===== src/design/column_mean_stddev_macros.svh =====
// assertion macros for the column statistics block
`ifndef COLUMN_MEAN_STDDEV_MACROS_SVH
`define COLUMN_MEAN_STDDEV_MACROS_SVH
`ifndef SYNTHESIS
`define CMS_ASSERT_IMPLY(label, clk, rst_n, ante, cons) \
  label: assert property (@(posedge clk) disable iff (!rst_n) (ante) |-> (cons)) \
    else $error("column_mean_stddev: same-cycle check failed");
`define CMS_ASSERT_NEXT(label, clk, rst_n, ante, cons) \
  label: assert property (@(posedge clk) disable iff (!rst_n) (ante) |=> (cons)) \
    else $error("column_mean_stddev: next-cycle check failed");
`else
`define CMS_ASSERT_IMPLY(label, clk, rst_n, ante, cons)
`define CMS_ASSERT_NEXT(label, clk, rst_n, ante, cons)
`endif
`endif


===== src/design/cms_pkg.sv =====
package cms_pkg;

  localparam int unsigned SAMPLE_W      = 16;
  localparam int unsigned SUM_W         = 24;
  localparam int unsigned SQ_W          = 40;
  localparam int unsigned CNT_W         = 8;
  localparam int unsigned COL_W         = 2;
  localparam int unsigned NUM_COLS      = 3;
  localparam int unsigned MAX_ITEMS_DEF = 128;
  // width of n*sumsq, sum^2, their difference and the quotient
  localparam int unsigned WIDE_W        = 48;
  localparam int unsigned DVS_W         = 16;
  localparam int unsigned REM_W         = 17;
  localparam int unsigned DIV_STEPS     = 48;
  localparam int unsigned SQRT_STEPS    = 24;
  localparam int unsigned STEP_W        = 6;

  localparam logic [COL_W-1:0] LAST_COL = COL_W'(NUM_COLS - 1);

  typedef struct packed {
    logic [SAMPLE_W-1:0] sample_first;
    logic [SAMPLE_W-1:0] sample_second;
    logic [SAMPLE_W-1:0] sample_third;
    logic                is_final_row;
  } in_item_t;

  typedef struct packed {
    logic [COL_W-1:0]    column_index;
    logic [SAMPLE_W-1:0] column_mean;
    logic [SAMPLE_W-1:0] column_deviation;
    logic [CNT_W-1:0]    rows_counted;
    logic                overflow_flag;
    logic                end_of_run;
  } out_item_t;

  typedef struct packed {
    logic             accept;
    logic             prep;
    logic             div_step;
    logic             load_dev;
    logic             load_root;
    logic             sqrt_step;
    logic             load_out;
    logic             clear;
    logic [COL_W-1:0] col;
  } cms_cmd_t;

endpackage


===== src/design/cms_datapath.sv =====
module cms_datapath #(
  parameter int unsigned MAX_ITEMS = cms_pkg::MAX_ITEMS_DEF
) (
  input  logic               clk,
  input  logic               rst_n,
  input  cms_pkg::in_item_t  in_data,
  input  cms_pkg::cms_cmd_t  cmd,
  output cms_pkg::out_item_t out_data
);

  // accumulators
  logic [cms_pkg::CNT_W-1:0]  cnt_r;
  logic [cms_pkg::SUM_W-1:0]  sum_r [cms_pkg::NUM_COLS];
  logic [cms_pkg::SQ_W-1:0]   sq_r  [cms_pkg::NUM_COLS];
  logic                       drop_r;

  // working registers
  logic [cms_pkg::WIDE_W-1:0] a_r, b_r, q_r, rv_r, res_r, bit_r;
  logic [cms_pkg::DVS_W-1:0]  nn_r, dvs_r;
  logic [cms_pkg::REM_W-1:0]  rem_r;
  logic [cms_pkg::SAMPLE_W-1:0] mean_r;
  cms_pkg::out_item_t         out_data_r;

  logic [cms_pkg::SAMPLE_W-1:0] smp [cms_pkg::NUM_COLS];
  logic [2*cms_pkg::SAMPLE_W-1:0] sqr [cms_pkg::NUM_COLS];
  logic                       has_room;
  logic [cms_pkg::SUM_W-1:0]  sum_sel;
  logic [cms_pkg::SQ_W-1:0]   sq_sel;
  logic [cms_pkg::WIDE_W-1:0] a_prod, b_prod;
  logic [cms_pkg::DVS_W-1:0]  nn_prod;
  logic [cms_pkg::REM_W-1:0]  rem_sh, rem_new;
  logic                       div_ge;
  logic [cms_pkg::WIDE_W-1:0] trial;
  logic                       sq_ge;
  logic                       empty;

  assign smp[0] = in_data.sample_first;
  assign smp[1] = in_data.sample_second;
  assign smp[2] = in_data.sample_third;

  always_comb begin
    for (int c = 0; c < cms_pkg::NUM_COLS; c++) begin
      sqr[c] = smp[c] * smp[c];
    end
  end

  assign has_room = cnt_r < cms_pkg::CNT_W'(MAX_ITEMS);

  always_ff @(posedge clk) begin
    if (!rst_n || cmd.clear) begin
      cnt_r  <= '0;
      drop_r <= 1'b0;
      for (int c = 0; c < cms_pkg::NUM_COLS; c++) begin
        sum_r[c] <= '0;
        sq_r[c]  <= '0;
      end
    end else if (cmd.accept) begin
      if (has_room) begin
        for (int c = 0; c < cms_pkg::NUM_COLS; c++) begin
          sum_r[c] <= sum_r[c] + cms_pkg::SUM_W'(smp[c]);
          sq_r[c]  <= sq_r[c] + cms_pkg::SQ_W'(sqr[c]);
        end
        cnt_r <= cnt_r + 1'b1;
      end else begin
        drop_r <= 1'b1;
      end
    end
  end

  assign sum_sel = sum_r[cmd.col];
  assign sq_sel  = sq_r[cmd.col];
  assign a_prod  = cms_pkg::WIDE_W'(cnt_r) * cms_pkg::WIDE_W'(sq_sel);
  assign b_prod  = cms_pkg::WIDE_W'(sum_sel) * cms_pkg::WIDE_W'(sum_sel);
  assign nn_prod = cms_pkg::DVS_W'(cnt_r) * cms_pkg::DVS_W'(cnt_r);

  // restoring division, one quotient bit a cycle
  assign rem_sh  = {rem_r[cms_pkg::REM_W-2:0], q_r[cms_pkg::WIDE_W-1]};
  assign div_ge  = rem_sh >= cms_pkg::REM_W'(dvs_r);
  assign rem_new = div_ge ? rem_sh - cms_pkg::REM_W'(dvs_r) : rem_sh;

  // digit-by-digit square root, two radicand bits a cycle
  assign trial = res_r + bit_r;
  assign sq_ge = rv_r >= trial;

  assign empty = cnt_r == '0;

  always_ff @(posedge clk) begin
    if (cmd.prep) begin
      a_r   <= a_prod;
      b_r   <= b_prod;
      nn_r  <= nn_prod;
      q_r   <= cms_pkg::WIDE_W'(sum_sel);
      rem_r <= '0;
      dvs_r <= cms_pkg::DVS_W'(cnt_r);
    end
    if (cmd.div_step) begin
      rem_r <= rem_new;
      q_r   <= {q_r[cms_pkg::WIDE_W-2:0], div_ge};
    end
    if (cmd.load_dev) begin
      mean_r <= q_r[cms_pkg::SAMPLE_W-1:0];
      q_r    <= (a_r > b_r) ? a_r - b_r : '0;
      rem_r  <= '0;
      dvs_r  <= nn_r;
    end
    if (cmd.load_root) begin
      rv_r  <= q_r;
      res_r <= '0;
      bit_r <= cms_pkg::WIDE_W'(1) << (cms_pkg::WIDE_W - 2);
    end
    if (cmd.sqrt_step) begin
      if (sq_ge) begin
        rv_r  <= rv_r - trial;
        res_r <= (res_r >> 1) + bit_r;
      end else begin
        res_r <= res_r >> 1;
      end
      bit_r <= bit_r >> 2;
    end
    if (cmd.load_out) begin
      out_data_r.column_index     <= cmd.col;
      out_data_r.column_mean      <= empty ? '0 : mean_r;
      out_data_r.column_deviation <= empty ? '0 : res_r[cms_pkg::SAMPLE_W-1:0];
      out_data_r.rows_counted     <= cnt_r;
      out_data_r.overflow_flag    <= drop_r;
      out_data_r.end_of_run       <= cmd.col == cms_pkg::LAST_COL;
    end
  end

  assign out_data = out_data_r;

endmodule


===== src/design/cms_ctrl.sv =====
`include "column_mean_stddev_macros.svh"

module cms_ctrl (
  input  logic              clk,
  input  logic              rst_n,
  input  logic              in_valid,
  input  logic              in_final,
  output logic              in_stall,
  output logic              out_valid,
  input  logic              out_stall,
  output cms_pkg::cms_cmd_t cmd
);

  localparam logic [2:0] ST_IDLE  = 3'd0;
  localparam logic [2:0] ST_PREP  = 3'd1;
  localparam logic [2:0] ST_DIVM  = 3'd2;
  localparam logic [2:0] ST_LOADD = 3'd3;
  localparam logic [2:0] ST_DIVD  = 3'd4;
  localparam logic [2:0] ST_LOADS = 3'd5;
  localparam logic [2:0] ST_SQRT  = 3'd6;
  localparam logic [2:0] ST_EMIT  = 3'd7;

  logic [2:0]                  state_r, state_nxt;
  logic [cms_pkg::STEP_W-1:0]  cnt_r, cnt_nxt;
  logic [cms_pkg::COL_W-1:0]   col_r, col_nxt;
  logic                        out_valid_r, out_valid_nxt;

  assign in_stall  = state_r != ST_IDLE;
  assign out_valid = out_valid_r;

  always_comb begin
    state_nxt    = state_r;
    cnt_nxt      = cnt_r;
    col_nxt      = col_r;
    cmd          = '0;
    cmd.col      = col_r;
    cmd.accept   = in_valid && (state_r == ST_IDLE);
    case (state_r)
      ST_IDLE: begin
        if (cmd.accept && in_final) begin
          state_nxt = ST_PREP;
          col_nxt   = '0;
        end
      end
      ST_PREP: begin
        cmd.prep  = 1'b1;
        cnt_nxt   = '0;
        state_nxt = ST_DIVM;
      end
      ST_DIVM: begin
        cmd.div_step = 1'b1;
        if (cnt_r == cms_pkg::STEP_W'(cms_pkg::DIV_STEPS - 1)) begin
          cnt_nxt   = '0;
          state_nxt = ST_LOADD;
        end else begin
          cnt_nxt = cnt_r + 1'b1;
        end
      end
      ST_LOADD: begin
        cmd.load_dev = 1'b1;
        cnt_nxt      = '0;
        state_nxt    = ST_DIVD;
      end
      ST_DIVD: begin
        cmd.div_step = 1'b1;
        if (cnt_r == cms_pkg::STEP_W'(cms_pkg::DIV_STEPS - 1)) begin
          cnt_nxt   = '0;
          state_nxt = ST_LOADS;
        end else begin
          cnt_nxt = cnt_r + 1'b1;
        end
      end
      ST_LOADS: begin
        cmd.load_root = 1'b1;
        cnt_nxt       = '0;
        state_nxt     = ST_SQRT;
      end
      ST_SQRT: begin
        cmd.sqrt_step = 1'b1;
        if (cnt_r == cms_pkg::STEP_W'(cms_pkg::SQRT_STEPS - 1)) begin
          cnt_nxt   = '0;
          state_nxt = ST_EMIT;
        end else begin
          cnt_nxt = cnt_r + 1'b1;
        end
      end
      ST_EMIT: begin
        if (!out_valid_r || !out_stall) begin
          cmd.load_out = 1'b1;
          if (col_r == cms_pkg::LAST_COL) begin
            cmd.clear = 1'b1;
            state_nxt = ST_IDLE;
          end else begin
            col_nxt   = col_r + 1'b1;
            state_nxt = ST_PREP;
          end
        end
      end
      default: begin
        state_nxt = ST_IDLE;
      end
    endcase
  end

  always_comb begin
    if (cmd.load_out) begin
      out_valid_nxt = 1'b1;
    end else if (!out_stall) begin
      out_valid_nxt = 1'b0;
    end else begin
      out_valid_nxt = out_valid_r;
    end
  end

  always_ff @(posedge clk) begin
    if (!rst_n) begin
      state_r     <= ST_IDLE;
      cnt_r       <= '0;
      col_r       <= '0;
      out_valid_r <= 1'b0;
    end else begin
      state_r     <= state_nxt;
      cnt_r       <= cnt_nxt;
      col_r       <= col_nxt;
      out_valid_r <= out_valid_nxt;
    end
  end

  `CMS_ASSERT_NEXT(a_final_row_stalls, clk, rst_n, cmd.accept && in_final, in_stall)
  `CMS_ASSERT_NEXT(a_run_done_idle, clk, rst_n, cmd.load_out && cmd.col == cms_pkg::LAST_COL, !in_stall && !cmd.prep)
  `CMS_ASSERT_IMPLY(a_one_command, clk, rst_n, 1'b1, $onehot0({cmd.prep, cmd.div_step, cmd.load_dev, cmd.load_root, cmd.sqrt_step, cmd.load_out, cmd.accept}))
  `CMS_ASSERT_IMPLY(a_no_overwrite, clk, rst_n, cmd.load_out && out_valid_r, !out_stall)

endmodule


===== src/design/column_mean_stddev.sv =====
// rows that are not marked final are taken back to back, one row a cycle
// a final row then stalls the input while, for each of the 3 columns, the block forms the products,
// runs 48 + 48 steps of the shared bit-serial divider, 24 square root steps and 3 moves
// the results are registered one column at a time; a result held stalled at the output holds the next
// rst_n is synchronous, active low, and clears the controller, the output valid
// and all counts and sums; counts and sums alone are cleared again with the third result of a run
module column_mean_stddev #(
  parameter int unsigned MAX_ITEMS = cms_pkg::MAX_ITEMS_DEF
) (
  input  logic               clk,
  input  logic               rst_n,
  input  logic               in_valid,
  output logic               in_stall,
  input  cms_pkg::in_item_t  in_data,
  output logic               out_valid,
  input  logic               out_stall,
  output cms_pkg::out_item_t out_data
);

  // command bundle from the controller into the datapath
  cms_pkg::cms_cmd_t cmd;

  // controller: accepts rows while idle, then sequences divider and root per column
  cms_ctrl u_ctrl (
    .clk       (clk),
    .rst_n     (rst_n),
    .in_valid  (in_valid),
    .in_final  (in_data.is_final_row),
    .in_stall  (in_stall),
    .out_valid (out_valid),
    .out_stall (out_stall),
    .cmd       (cmd)
  );

  // datapath: accumulators, shared divider, square root unit and output register
  cms_datapath #(
    .MAX_ITEMS (MAX_ITEMS)
  ) u_datapath (
    .clk      (clk),
    .rst_n    (rst_n),
    .in_data  (in_data),
    .cmd      (cmd),
    .out_data (out_data)
  );

endmodule


===== config.mk =====
export PLATFORM = sky130hd
export DESIGN_NAME = column_mean_stddev
export DESIGN_NICKNAME = d
export VERILOG_FILES = /design/src/design/cms_pkg.sv /design/src/design/cms_datapath.sv /design/src/design/cms_ctrl.sv /design/src/design/column_mean_stddev.sv
export VERILOG_INCLUDE_DIRS = /design/src /design/src/design
export SDC_FILE = /design/constraint.sdc
export NUM_CORES = 2
export LEC_CHECK = 0
export BUFFER_PORTS_ARGS = -buffer_cell sky130_fd_sc_hd__buf_2
export CAP_MARGIN = 20
export CORE_MARGIN = 2
export CORE_UTILIZATION = 47
export DETAILED_ROUTE_END_ITERATION = 8
export PLACE_DENSITY_LB_ADDON = 0.3
export SYNTH_ARGS = -nofsm -noshare
export SYNTH_HDL_FRONTEND = slang
export SYNTH_SLANG_ARGS = --single-unit

===== constraint.sdc =====
create_clock -name clk -period 8.98 [get_ports clk]
set_input_delay 1.796 -clock clk [delete_from_list [all_inputs] [get_ports clk]]
set_output_delay 1.796 -clock clk [all_outputs]
set_load 0.005 [all_outputs]

==> run_results.csv <==
group,metric,value,unit
outcome,outcome,"complete, no violations",
sta,max_freq,0.1155,GHz
sta,hold_viol,0,
setup_path,required,9400,ps
yosys,synthDistinctLibCells,102,
setup_path,path_delay_family,"adder cells",
job,timing.max_cap.violations,0,
place,io_buffers,98,
yosys,synthSimpleGateAreaFrac,13.76,%
setup_path,crit_type,"flip-flop to flip-flop",
yosys,compound_cell_area_share_of_the_yosys_netlist,10.92,%
clock_network,htree_levels,3,
clock_network,clkSlewWorstSetupHoldPaths,60,ps
setup_path,cp_max_fo,34,
yosys,synthMuxAreaShare,1.667,%
clock_network,clock-root-buffer,"clkbuf_16",
grt,grt_start_max_net_pins,75,
grt,globalRoute.totalOverflow,0,
yosys,syn-mean-instance-area,9.181,sq um
setup_path,startpoint_type,"flip-flop",
finish,fillCellCount,16880,
yosys,synth-xor-area-share,3.928,%
route,avgViaCountPerCell,5.427,
clock_network,cts_made_buffers,72,
sta,timing.final.setup_violations,0,
yosys,yosysWarnings,0,
finish,layout-drive-gt1-share,4.772,%
setup_path,critPathMostFrequentCell,"fa_1",
route,drt-total-wl,234.6,mm
place,gpl.final_weighted_congestion,0.9371,
yosys,synth_top_cells_by_area,"fa_1, edfxtp_1, ha_1, inv_1, nand2_1",
grt,grt.total_usage,25.49,%
clock_network,post_cts.repair.setup_buffers,0,
route,wl_per_cell,19.58,um
sta,final_worst_slack,323.6,ps
setup_path,crit_arrival,9080,ps
sta,tns,0,ps
grt,grt_first_pass_wirelength,376.2,mm
route,drt-pass1-iter-count,6,
setup_path,slowest_stage,"inv_1",
yosys,synth.net_count,11570,
setup_path,timing.critical_path.to_type,"flip-flop",
yosys,netlist_area,86740,sq um
sta,period_needed,8656,ps
yosys,synth_top_family_by_area,"adder cells",
route,ant_nets,0,
clock_network,clkLatencyLatePin,690,ps
sta,clock-skew-final,24.73,ps
clock_network,tritoncts_clock_tree,"done",
floorplanning,placeableCoreArea,183300,sq um
route,routed-via-count,65020,
clock_network,cts.sink_count,585,
sta,layout_worst_path_cycle_share,96.40,%
sta,tightestPinTransition,1116,ps
floorplanning,start_util,47.33,%
yosys,ys.flop_type,"edfxtp_1",
sta,whs,429.0,ps
sta,final_max_slew_viol_count,0,
floorplanning,dieArea,188000,sq um
floorplanning,fp.dieH,433.6,um
finish,nNetsFinal,11580,
yosys,adder_cell_area_share_of_the_yosys_netlist,40.82,%
min_path,worst_hold_path_type,"flip-flop to flip-flop",
yosys,syn_inst,9448,
floorplanning,core.rowCount,157,
clock_network,clock_path_buffers,3,
yosys,synthArstFlopShare,0,%
sta,rsz_0062_raised_after_global_routing,"false",
sta,worst_slew_margin_rel,25.11,%
floorplanning,num_io_pins,99,
place,pre_cts_ws,402.4,ps
setup_path,slowest_delay,610,ps
yosys,netlist.top_cell.by_area,"fa_1",
floorplanning,die_w,433.6,um
setup_path,critPathBufInv,7,
finish,syn2layout_area_growth,6.951,%
grt,antenna_violations_before_repair,5,
yosys,synth_seq_cells,585,
route,first_iter_violations,4761,
yosys,ys_seq_area_share,19.24,%
place,dp_hpwl,188.6,mm
yosys,synth-edff-count,497,
yosys,synth_largest_type_area_fraction,29.22,%
route,drt_drc_violations_left,0,
grt,grt_pass1_vias,68820,
==> path summary, 6_finish.rpt <==
kind / depth (start not counted) / slack (ps) / from / to
min reg2reg: 0 / 430 / u_datapath.drop_r / u_datapath.out_data[1]
max: 27 / 320 / flip-flop / u_datapath.b_r[40]
max reg2reg: 27 / 320 / flip-flop / u_datapath.b_r[40]
min: 0 / 430 / u_datapath.drop_r / u_datapath.out_data[1]
==> through the flow <==
step | instances | instance area [sq um] | util, %
detailed placement | 11850 | 90180 | 49.21
global route | 11980 | 92770 | 50.62
floorplan | 9448 | 86740 | -
finish | 11980 | 92770 | 50.62
global placement | 11840 | 90170 | 49.20
CTS | 11980 | 92740 | 50.60
==> cell families after synthesis <==
kind of cell | Yosys count
AND/OR/NAND/NOR | 2562
multiplexers | 142
adder cells (fa/ha/maj) | 2070
XOR/XNOR | 389
flip-flops | 585
AO/OA/AOI/OAI | 1476
buffers and inverters | 2224
==> what timing repair did <==
action,4_1_cts,5_1_grt
hold buffers,0,0
gates resized for setup,0,1
endpoints found under the setup margin,0,3
==> flip-flops by register name, summed over array words and instances (netlist names), 44 cells and up, named ones only <==
| signal | flops |
|---|---|
| u_datapath.a_r | 48 |
| u_datapath.b_r | 47 |
| u_datapath.out_data | 44 |
| u_datapath.q_r | 48 |
| u_datapath.res_r | 48 |
| u_datapath.rv_r | 48 |
| u_datapath.sq_r | 120 |
| u_datapath.sum_r | 72 |
==> synth_stat cells, types with 86 or more instances <==
cell type	number
edfxtp_1	497
a21oi_1	439
nor2b_1	89
fa_1	1266
dfxtp_1	88
xor2_1	167
xnor2_1	222
ha_1	804
nor2_1	646
inv_1	1929
nand2_1	948
o21ai_0	263
nand3_1	112
mux2i_1	122
nor3_1	86
a21o_1	167
clkbuf_1	239
and2_1	327
==> cells in the final DEF, fill, tap and decap left out, drive strengths merged, types with 89 or more instances in the layout <==
cell type / netlist / final
a21oi: 442 / 442
and2: 330 / 330
nor2b: 89 / 89
xor2: 167 / 167
nor2: 647 / 647
inv: 1932 / 1938
buf: 45 / 221
fa: 1266 / 1266
xnor2: 222 / 222
ha: 804 / 804
nand2: 949 / 949
a21o: 167 / 167
o21ai: 332 / 332
nand3: 112 / 112
mux2i: 122 / 122
edfxtp: 497 / 497
==> cell type report <==
type                            instances  area [sq um]  area share [%]
Tap cell                             2464          3083           3.323
Multi-Input combinational cell       6639         61730           66.54
Antenna cell                            3         7.507        0.008092
Clock inverter                         50         671.9          0.7242
Inverter                             1938          7274           7.841
Clock buffer                           81          1888           2.035
Sequential cell                       585         16700           18.00
Timing Repair Buffer                  221          1418           1.528
==> routing by layer <==
metal / vias to the layer above / track usage, % / part of all wire, %
met5: - / 0 / 0.0051
met4: 2 / 11.72 / 5.3
met3: 458 / 3.079 / 5.0
met2: 1791 / 43.03 / 48
met1: 32370 / 32.72 / 42
li1: 30400 / - / -
Power is not shown: default switching activity piles up to over one toggle a cycle in this logic, so the estimate is an artifact.
